==> src/rtl/block_buffer_tag_table_top_defines.svh <==
// ----------------------------------------------------------------------------
// block buffer tag table assertion macros
// clocked assertion forms used by the rtl datapath module
// ----------------------------------------------------------------------------
`ifndef BLOCK_BUFFER_TAG_TABLE_TOP_DEFINES_SVH
`define BLOCK_BUFFER_TAG_TABLE_TOP_DEFINES_SVH

// condition holds at every edge out of reset
`define BBT_ASSERT_ALWAYS(name, cond, msg) \
    name: assert property (@(posedge aclk) disable iff (!aresetn) (cond)) else $error(msg);

// consequent holds in the cycle after antecedent
`define BBT_ASSERT_NEXT(name, ante, cons, msg) \
    name: assert property (@(posedge aclk) disable iff (!aresetn) (ante) |=> (cons)) \
        else $error(msg);

`endif

==> src/rtl/bbt_pkg.sv <==
// ----------------------------------------------------------------------------
// bbt_pkg
// types and constants shared by the block buffer tag table modules
// ----------------------------------------------------------------------------
package bbt_pkg;

    localparam int NUM_BUFFERS_DEF = 16;
    localparam int DEVICE_W        = 16;
    localparam int SECTOR_W        = 32;
    localparam int SLOT_W          = 4;
    localparam int STATUS_W        = 3;
    localparam int TAG_W           = DEVICE_W + SECTOR_W;

    typedef enum logic [STATUS_W-1:0] {
        ST_HIT      = 3'd0,
        ST_NEW      = 3'd1,
        ST_WAIT     = 3'd2,
        ST_NOFREE   = 3'd3,
        ST_RELEASED = 3'd4,
        ST_RELERR   = 3'd5
    } status_t;

    typedef enum logic {
        ACT_ACQUIRE = 1'b0,
        ACT_RELEASE = 1'b1
    } action_t;

    typedef enum logic [1:0] {
        S_IDLE,
        S_SCAN,
        S_FINISH
    } state_t;

    typedef struct packed {
        logic load;
        logic scan;
        logic commit;
    } ctrl_cmd_t;

    typedef struct packed {
        logic scan_stop;
        logic out_free;
    } ctrl_sts_t;

endpackage

==> src/rtl/bbt_ram.sv <==
// ----------------------------------------------------------------------------
// bbt_ram
// generic single write port ram with registered read
// ----------------------------------------------------------------------------
module bbt_ram #(
    parameter int WIDTH = 8,
    parameter int DEPTH = 16
) (
    input  logic                     aclk,
    input  logic                     we,
    input  logic [$clog2(DEPTH)-1:0] waddr,
    input  logic [WIDTH-1:0]         wdata,
    input  logic [$clog2(DEPTH)-1:0] raddr,
    output logic [WIDTH-1:0]         rdata
);

    logic [WIDTH-1:0] mem_reg [DEPTH];
    logic [WIDTH-1:0] rdata_reg;

    always_ff @(posedge aclk) begin
        if (we) begin
            mem_reg[waddr] <= wdata;
        end
        rdata_reg <= mem_reg[raddr];
    end

    assign rdata = rdata_reg;

endmodule

==> src/rtl/bbt_ctrl.sv <==
// ----------------------------------------------------------------------------
// bbt_ctrl
// controller state machine: accept, tag scan, commit of the result
// ----------------------------------------------------------------------------
module bbt_ctrl
    import bbt_pkg::*;
(
    input  logic      aclk,
    input  logic      aresetn,
    input  logic      s_valid,
    input  logic      s_action,
    output logic      s_ready,
    output ctrl_cmd_t cmd,
    input  ctrl_sts_t sts
);

    state_t state_reg;
    state_t state_next;

    always_ff @(posedge aclk) begin
        if (!aresetn) begin
            state_reg <= S_IDLE;
        end else begin
            state_reg <= state_next;
        end
    end

    always_comb begin
        state_next = state_reg;
        case (state_reg)
            S_IDLE: begin
                if (s_valid) begin
                    state_next = (s_action == ACT_RELEASE) ? S_FINISH : S_SCAN;
                end
            end
            S_SCAN: begin
                if (sts.scan_stop) begin
                    state_next = S_FINISH;
                end
            end
            S_FINISH: begin
                if (sts.out_free) begin
                    state_next = S_IDLE;
                end
            end
            default: state_next = S_IDLE;
        endcase
    end

    always_comb begin
        s_ready    = 1'b0;
        cmd.load   = 1'b0;
        cmd.scan   = 1'b0;
        cmd.commit = 1'b0;
        case (state_reg)
            S_IDLE: begin
                s_ready  = 1'b1;
                cmd.load = s_valid;
            end
            S_SCAN: begin
                cmd.scan = 1'b1;
            end
            S_FINISH: begin
                cmd.commit = sts.out_free;
            end
            default: begin
                s_ready = 1'b0;
            end
        endcase
    end

endmodule

==> src/rtl/bbt_datapath.sv <==
// ----------------------------------------------------------------------------
// bbt_datapath
// tag ram, valid and busy flags, shared tag comparator and result register
// ----------------------------------------------------------------------------
`include "block_buffer_tag_table_top_defines.svh"

module bbt_datapath
    import bbt_pkg::*;
#(
    parameter int NUM_BUFFERS = NUM_BUFFERS_DEF
) (
    input  logic                aclk,
    input  logic                aresetn,
    input  logic                s_action,
    input  logic [DEVICE_W-1:0] s_device,
    input  logic [SECTOR_W-1:0] s_sector,
    input  logic [SLOT_W-1:0]   s_slot,
    output logic                m_valid,
    input  logic                m_ready,
    output logic [STATUS_W-1:0] m_status,
    output logic [SLOT_W-1:0]   m_granted_slot,
    input  ctrl_cmd_t           cmd,
    output ctrl_sts_t           sts
);

    localparam int IDX_W = $clog2(NUM_BUFFERS);
    localparam int CMP_W = ((IDX_W > SLOT_W) ? IDX_W : SLOT_W) + 1;

    logic                req_action_reg;
    logic [DEVICE_W-1:0] req_device_reg;
    logic [SECTOR_W-1:0] req_sector_reg;
    logic [SLOT_W-1:0]   req_slot_reg;

    logic [NUM_BUFFERS-1:0] valid_reg;
    logic [NUM_BUFFERS-1:0] valid_next;
    logic [NUM_BUFFERS-1:0] busy_reg;
    logic [NUM_BUFFERS-1:0] busy_next;

    logic [IDX_W-1:0] scan_idx_reg;
    logic             match_found_reg;
    logic [IDX_W-1:0] match_idx_reg;
    logic             free_found_reg;
    logic [IDX_W-1:0] free_idx_reg;

    logic                m_valid_reg;
    logic [STATUS_W-1:0] m_status_reg;
    logic [SLOT_W-1:0]   m_slot_reg;

    logic             scan_last;
    logic             hit_now;
    logic [IDX_W-1:0] ram_raddr;
    logic [TAG_W-1:0] ram_rdata;
    logic             ram_we;

    logic [CMP_W-1:0] rel_ext;
    logic [IDX_W-1:0] rel_idx;
    logic             rel_ok;

    status_t          res_status;
    logic [IDX_W-1:0] res_idx;
    logic             res_has_slot;

    bbt_ram #(
        .WIDTH (TAG_W),
        .DEPTH (NUM_BUFFERS)
    ) u_tag_ram (
        .aclk  (aclk),
        .we    (ram_we),
        .waddr (free_idx_reg),
        .wdata ({req_device_reg, req_sector_reg}),
        .raddr (ram_raddr),
        .rdata (ram_rdata)
    );

    // scan reads one entry ahead of the compare
    assign scan_last = (scan_idx_reg == IDX_W'(NUM_BUFFERS - 1));
    assign ram_raddr = (cmd.scan && !scan_last) ? scan_idx_reg + IDX_W'(1) : '0;
    assign hit_now   = cmd.scan && valid_reg[scan_idx_reg]
                       && (ram_rdata == {req_device_reg, req_sector_reg});

    assign sts.scan_stop = cmd.scan && (hit_now || scan_last);
    assign sts.out_free  = !m_valid_reg || m_ready;

    assign rel_ext = CMP_W'(req_slot_reg);
    assign rel_idx = rel_ext[IDX_W-1:0];
    assign rel_ok  = (rel_ext < CMP_W'(NUM_BUFFERS)) && busy_reg[rel_idx];

    always_comb begin
        res_status   = ST_NOFREE;
        res_idx      = '0;
        res_has_slot = 1'b0;
        valid_next   = valid_reg;
        busy_next    = busy_reg;
        ram_we       = 1'b0;
        if (req_action_reg == ACT_RELEASE) begin
            if (rel_ok) begin
                res_status   = ST_RELEASED;
                res_idx      = rel_idx;
                res_has_slot = 1'b1;
                busy_next[rel_idx] = !cmd.commit;
            end else begin
                res_status = ST_RELERR;
            end
        end else if (match_found_reg) begin
            if (busy_reg[match_idx_reg]) begin
                res_status = ST_WAIT;
            end else begin
                res_status   = ST_HIT;
                res_idx      = match_idx_reg;
                res_has_slot = 1'b1;
                busy_next[match_idx_reg] = cmd.commit;
            end
        end else if (free_found_reg) begin
            res_status   = ST_NEW;
            res_idx      = free_idx_reg;
            res_has_slot = 1'b1;
            ram_we       = cmd.commit;
            if (cmd.commit) begin
                valid_next[free_idx_reg] = 1'b1;
                busy_next[free_idx_reg]  = 1'b1;
            end
        end
    end

    always_ff @(posedge aclk) begin
        if (!aresetn) begin
            valid_reg   <= '0;
            busy_reg    <= '0;
            m_valid_reg <= 1'b0;
        end else begin
            valid_reg <= valid_next;
            busy_reg  <= busy_next;
            if (cmd.commit) begin
                m_valid_reg <= 1'b1;
            end else if (m_ready) begin
                m_valid_reg <= 1'b0;
            end
        end
    end

    always_ff @(posedge aclk) begin
        if (cmd.load) begin
            req_action_reg  <= s_action;
            req_device_reg  <= s_device;
            req_sector_reg  <= s_sector;
            req_slot_reg    <= s_slot;
            scan_idx_reg    <= '0;
            match_found_reg <= 1'b0;
            match_idx_reg   <= '0;
            free_found_reg  <= 1'b0;
            free_idx_reg    <= '0;
        end else if (cmd.scan) begin
            scan_idx_reg <= scan_idx_reg + IDX_W'(1);
            if (hit_now) begin
                match_found_reg <= 1'b1;
                match_idx_reg   <= scan_idx_reg;
            end
            if (!free_found_reg && !busy_reg[scan_idx_reg]) begin
                free_found_reg <= 1'b1;
                free_idx_reg   <= scan_idx_reg;
            end
        end
        if (cmd.commit) begin
            m_status_reg <= res_status;
            m_slot_reg   <= res_has_slot ? SLOT_W'(res_idx) : '0;
        end
    end

    assign m_valid        = m_valid_reg;
    assign m_status       = m_status_reg;
    assign m_granted_slot = m_slot_reg;

    `BBT_ASSERT_NEXT(a_scan_stops, cmd.scan && scan_last, !cmd.scan, "scan ran past last entry")
    `BBT_ASSERT_NEXT(a_new_marks_busy, cmd.commit && res_status == ST_NEW, busy_reg[$past(free_idx_reg)] && valid_reg[$past(free_idx_reg)], "new entry not marked valid and busy")
    `BBT_ASSERT_NEXT(a_release_clears, cmd.commit && res_status == ST_RELEASED, !busy_reg[$past(rel_idx)], "released slot still busy")

endmodule

==> src/rtl/block_buffer_tag_table_top.sv <==
// ----------------------------------------------------------------------------
// block_buffer_tag_table_top
// block buffer tag table: lookup and allocate by device and sector, release
//
// input channel s_*: action 0 acquires a buffer for (device, sector), action 1
// releases slot. result channel m_*: status and granted_slot, one per transaction.
// an acquire scans the tag ram one entry per cycle through a single comparator,
// stopping at the first valid match; the last cycle commits the result into the
// output register. an acquire passes from idle through scan to finish and back
// to idle, leaving the scan early on a match; a release goes from idle straight
// to finish. the commit in finish raises m_valid.
// one transaction is in work at a time; a finished result waits in the output
// register while the next transaction is accepted and scanned, and the commit
// holds while the receiver stalls. reset clears all valid and busy flags at
// once; the tag ram is not cleared, empty entries never match.
// ----------------------------------------------------------------------------
module block_buffer_tag_table_top
    import bbt_pkg::*;
#(
    parameter int NUM_BUFFERS = NUM_BUFFERS_DEF
) (
    input  logic                aclk,
    input  logic                aresetn,
    input  logic                s_valid,
    output logic                s_ready,
    input  logic                s_action,
    input  logic [DEVICE_W-1:0] s_device,
    input  logic [SECTOR_W-1:0] s_sector,
    input  logic [SLOT_W-1:0]   s_slot,
    output logic                m_valid,
    input  logic                m_ready,
    output logic [STATUS_W-1:0] m_status,
    output logic [SLOT_W-1:0]   m_granted_slot
);

    ctrl_cmd_t cmd;
    ctrl_sts_t sts;

    bbt_ctrl u_ctrl (
        .aclk     (aclk),
        .aresetn  (aresetn),
        .s_valid  (s_valid),
        .s_action (s_action),
        .s_ready  (s_ready),
        .cmd      (cmd),
        .sts      (sts)
    );

    bbt_datapath #(
        .NUM_BUFFERS (NUM_BUFFERS)
    ) u_datapath (
        .aclk           (aclk),
        .aresetn        (aresetn),
        .s_action       (s_action),
        .s_device       (s_device),
        .s_sector       (s_sector),
        .s_slot         (s_slot),
        .m_valid        (m_valid),
        .m_ready        (m_ready),
        .m_status       (m_status),
        .m_granted_slot (m_granted_slot),
        .cmd            (cmd),
        .sts            (sts)
    );

endmodule

==> config.mk <==
export PLATFORM = sky130hd
export DESIGN_NAME = block_buffer_tag_table_top
export DESIGN_NICKNAME = d
export VERILOG_FILES = /design/src/rtl/bbt_pkg.sv /design/src/rtl/bbt_ram.sv /design/src/rtl/bbt_ctrl.sv /design/src/rtl/bbt_datapath.sv /design/src/rtl/block_buffer_tag_table_top.sv
export VERILOG_INCLUDE_DIRS = /design/src /design/src/rtl
export SDC_FILE = /design/constraint.sdc
export NUM_CORES = 1
export LEC_CHECK = 0
export ABC_AREA = 1
export BUFFER_PORTS_ARGS = -buffer_cell sky130_fd_sc_hd__buf_4
export CAP_MARGIN = 20
export CORE_MARGIN = 2
export CORE_UTILIZATION = 45
export CTS_BUF_LIST = sky130_fd_sc_hd__clkbuf_4
export DETAILED_ROUTE_END_ITERATION = 7
export PLACE_DENSITY = 0.68
export SYNTH_ARGS = -nofsm -noshare
export SYNTH_HDL_FRONTEND = slang
export SYNTH_SLANG_ARGS = --single-unit
export TNS_END_PERCENT = 10
==> constraint.sdc <==
create_clock -name aclk -period 7.2 [get_ports aclk]
set_clock_uncertainty 0.2 [all_clocks]
set_input_delay 0.72 -clock aclk [delete_from_list [all_inputs] [get_ports aclk]]
set_output_delay 0.72 -clock aclk [all_outputs]
set_load 0.005 [all_outputs]
Yosys cells after proc, flatten, opt, wreduce, memory -nomap -nowiden
Memories as Yosys holds them, arrays and structs flattened. A register that Yosys moved wholly into a read port is not among the register bits.
Index checks and enable logic that the tools add are counted.

storage, ports and cells
  register bits after elaboration = 109
  bits in writable memories = 768
  word-level logic and storage cells = 117
  output and inout port bits = 9
  memories = 1
  input bits = 57

memories
  name                          depth  bits a word  read ports  clocked after Yosys merged registers in  wr ports  line           text
  u_datapath.u_tag_ram.mem_reg  16     48           1           1                                        1         bbt_ram.sv:17  logic [WIDTH-1:0] mem_reg [DEPTH];

cells by class
  mux-type cells = 54
  reductions and logical operators = 25
  equal/unequal tests = 9
  $add $sub $neg = 1
  magnitude comparators = 8
  bitwise operators = 4

operator list
  cell                 count
  $mux 16              6
  $eq 48x48->1         1
  $bwmux 16            2
  $or 16x16->16        2
  $lt 4x5->1 const B   5
  $mux 1               24
  $mux 4               6
  $bmux 1 s4           4
  $demux 1 s4          3
  $ge 4x1->1 const B   3
  $mux 2               6
  $logic_and 1x1->1    9
  $reduce_and 4->1     2
  $mux 3               2
  $ne 2x2->1 const B   3
  $pmux 2 s3           1
  $reduce_bool 3->1    2
  $logic_not 1->1      5
  $add 4x1->4 const B  1
  $eq 4x4->1 const B   1
  $reduce_and 2->1     2
  $ne 3x2->1 const B   1
  $reduce_and 3->1     1
  $eq 2x1->1 const B   1
  6 further kinds      8

Longest topological paths before layout
  depth in word-level cells = 9
  mapped depth = 16
  mapped depth without buffers = 14

Modules after synthesis
From an unflattened synthesis, not the netlist that was laid out.

second synthesis, totals
  cell total of the unflattened synthesis = 4,015
  area, all modules = 40,104.7 sq um

by module, submodules not included
  module        instances  area an instance (sq um)  seq. area each (sq um)  cells an instance
  bbt_ram       1          33,931.3                  24,023.0                3,165
  bbt_datapath  1          6,030.8                   2,742.6                 828
  bbt_ctrl      1          142.6                     40.0                    22

Worst setup path before layout
OpenSTA, ideal clock, no wires.

  kind = input port to flip-flop
  from = input port m_ready
  to = memory u_datapath.u_tag_ram.mem_reg[12][0] (netlist name), enable pin
  stages on the path = 7
  arrival time = 3,465 ps
  buffers on the path = 1
  data required time = 6,545 ps
  library setup time = 455 ps
  path slack = 3,080 ps
  path through = inv_1 nand2_1 nand2_1 nor3_2 inv_1 buf_2 nor2_1

between the ends
  word-level cells in the longest chain between the ends = 7

RTL lines
  item                          line                              text
  start, declared               block_buffer_tag_table_top.sv:31  input logic m_ready,
  $logic_or 1x1->1              bbt_datapath.sv:82                assign sts.out_free = !m_valid_reg || m_ready;
  $mux 1                        bbt_ctrl.sv:55                    case (state_reg)
  $mux 1                        bbt_datapath.sv:113               end else if (free_found_reg) begin
  $mux 1                        bbt_datapath.sv:104               end else if (match_found_reg) begin
  $mux 1                        bbt_datapath.sv:95                if (req_action_reg == ACT_RELEASE) begin
  $mux 1                        bbt_ram.sv:21                     if (we) begin
  $mux 1 (not written as such)  bbt_ram.sv:22                     mem_reg[waddr] <= wdata;
  end, declared                 bbt_ram.sv:17

Every way passes these cells.

Worst setup path after layout
  from = register u_datapath.scan_idx_reg[0]
  to = register u_datapath.u_tag_ram.rdata_reg[4], in the netlist u_datapath.u_tag_ram.rdata[4] (read register of u_datapath.u_tag_ram.mem_reg)

between the ends
  word-level cells in the longest chain between the ends = 4
  elaborated cells on any way between the ends = 5
  those cells by class = 1 x add/sub; 1 x eq/ne; 1 x mux; 2 x reduce/logical

RTL lines
  item                                                                 line                 text
  start, declared                                                      bbt_datapath.sv:39   logic [IDX_W-1:0] scan_idx_reg;
  start signal, assigned                                               bbt_datapath.sv:153  scan_idx_reg <= scan_idx_reg + IDX_W'(1);
  parallel branches: the longest is 3 deep, another holds $add 4x1->4  n/a
  $mux 4 (*)                                                           bbt_datapath.sv:77   assign ram_raddr = (cmd.scan && !scan_last) ? scan_idx_reg + IDX_W'(1) : '0;
  end, declared                                                        bbt_ram.sv:18        logic [WIDTH-1:0] rdata_reg;

Every way passes the cells marked *.
A chain may end at the register's enable or synchronous reset.

==> metrics.txt <==
outcome=finished, final reports clean; worst slew pin tran=1.133 ns; Detail Placement HPWL=51,570 µm; die area=87,590 µm²; CP Launch Type=flop; number of detailed-route iterations in the first pass=6; Max rail drop VDD=0.1483 mV; # port buffers=65; Max-cap violations=0; Final nets=3,533; total congestion overflow=0; row cnt=107; Final Hold Viols=0; Reg2Reg Depth=10; syn_area_per_cell=11.76 µm²; routability cong.=0.9078; first-pass GRT wire length=142,200 µm; Hold WC Path Type=in2reg; leakage=0.01572 µW; CP max stage delay=0.88 ns; synthesized cell area=38,360 µm²; crit path DAT=5.28 ns; antenna violations before repair=2; # DRC=0; post-synth top area cell=edfxtp_1; core footprint=84,880 µm²; Crit path max-delay family=buffers and inverters; Synthesized Nets=3,320; min cycle time layout=4.515 ns; commonest non-fill, non-tap cells in the layout=edfxtp_1 (828), nand2_1 (482), clkbuf_4 (358), inv_1 (337), o211ai_1 (302); Bufs and invs on worst path=4; critical path depth=10; sequential area share after synthesis=69.89%; vias in the first global route=24,670; final wirelength=93,480 µm; CTS tree=done; Min-Delay Path Depth=2; clk buf depth=3; critical path type=reg2reg; clock-pin slew on the worst setup and hold paths=0.07 ns; GRT Overall Usage=21.47%; Clock Sinks=925; top cell type's share of synthesized area=64.82%; Final setup viols=0; worst path required time=7.97 ns; Ports=66; period utilisation layout=62.71%; Distinct cells, synth=37; H-tree depth=4; Die H=296.0 µm; share of cells above drive strength 1=18.75%; slowest stage cell, crit path=dfxtp_1; power density cells=282.1 nW/µm²; wire per inst=19.39 µm; clock latency at the later pin of the worst-skew pair=1.10 ns; Chip Width=296.0 µm; Synth area leaders=edfxtp_1 (65%), o211ai_1 (5.9%), dfxtp_1 (5.1%), nand2_1 (4.7%), o21ai_0 (3.8%); worst hold margin=0.1439 ns; setup TNS=0 ns; Yosys warning count=0; flip-flop count of the largest register after layout=768; Resize count post-CTS=0; crit-path cells=inv_1 -> nand2_4 -> nor2_8 -> buf_12 -> inv_8 -> buf_12 -> nor2_1 -> o31ai_1 -> nor2_1 -> o21ai_1; fmax=221.5 MHz; starting density of the core=45.19%; cells after synthesis=3,262; DR vias/cell=5.259; pin count of the biggest net entering global routing=197; root buffer cell=clkbuf_4; Starting DRT DRC Count=2,369; Slew HR=24.33%; commonest non-fill, non-tap cell in the layout=edfxtp_1; Seq cells post-synth=925; CTS Buf Count=232; max-slew violation count=0; critical path capture point type=flop; RSZ-0062 raised after global routing=false; Layout area overhead=13.60%; Antenna Nets Post-Route=0; total number of vias=25,360; crit-path max FO=190
[cell type report]
type	count	area, µm²
Antenna cell	8	20.02
Sequential cell	925	26810
Clock buffer	358	2688
Multi-Input combinational cell	1801	9447
Clock inverter	70	384.1
Fill cell	7391	41300
Tap cell	1144	1431
Inverter	352	1340
Timing Repair Buffer	163	1459
[logic make-up (layout without fill, tap and decap cells)]
family	after synthesis	after routing	synth area share, %
other	0	8	0
XOR/XNOR	12	12	0.2740
AO/OA/AOI/OAI	776	776	12.54
buffers and inverters	536	943	5.780
flip-flops	925	925	69.89
AND/OR/NAND/NOR	1012	1012	11.49
adder cells (fa/ha/maj)	1	1	0.03261
[what timing repair did]
| item | 4_1_cts | 5_1_grt |
|---|---|---|
| endpoints found under the setup margin | 0 | 0 |
| hold buffers | 56 | 0 |
| setup buffers | 0 | 0 |
| hold endpoints to repair | 82 | 0 |
[stage by stage]
| step | total power, µW | cell area, µm² | worst slack, ns | instances | utilization [%] |
|---|---|---|---|---|---|
| after floorplan | 7401 | 38360 | 3.080 | 3262 | - |
| after global placement | 7880 | 39890 | 2.939 | 4327 | 46.99 |
| after detailed placement | 7905 | 39910 | 2.970 | 4328 | 47.03 |
| after CTS | 12400 | 43550 | 2.916 | 4812 | 51.30 |
| after global routing | 12880 | 43570 | 2.697 | 4821 | 51.34 |
| final | 12290 | 43570 | 2.685 | 4821 | 51.34 |
[per-layer routing]
metal	part of all wire (%)	global-route usage (%)	vias up	wire (µm)
li1	-	-	12080	-
met1	42	27.94	12230	39290
met2	48	35.22	878	45320
met3	6.6	4.144	166	6179
met4	2.9	9.288	0	2690
met5	0	0	-	0
[power breakdown]
part | internal [µW] | switching [µW]
clock | 2350 | 2130
sequential | 6110 | 254
combinational | 466 | 981
[cell usage after synthesis (all sizes together)]
cell type	count
clkbuf	77
o211ai	302
nand4	21
nand3	42
dfxtp	97
ha	1
nor3	4
buf	107
inv	352
a211oi	13
or2	161
nor3b	4
nor2	289
and2	5
o31ai	43
o22a	1
xor2	2
xnor2	10
o21ai	372
o21a	6
nand2	486
edfxtp	828
a21oi	33
o22ai	6
[worst paths after layout]
check | startpoint | end | slack (ns)
min | s_sector[3] | u_datapath.req_sector_reg[3] | 0.14
max | u_datapath.scan_idx_reg[0] | u_datapath.u_tag_ram.rdata[4] | 2.68
min reg2reg | u_datapath.valid_reg[15] | u_datapath.valid_reg[15] | 0.26
max reg2reg | u_datapath.scan_idx_reg[0] | u_datapath.u_tag_ram.rdata[4] | 2.68
Power figures use the tool's default switching activity.
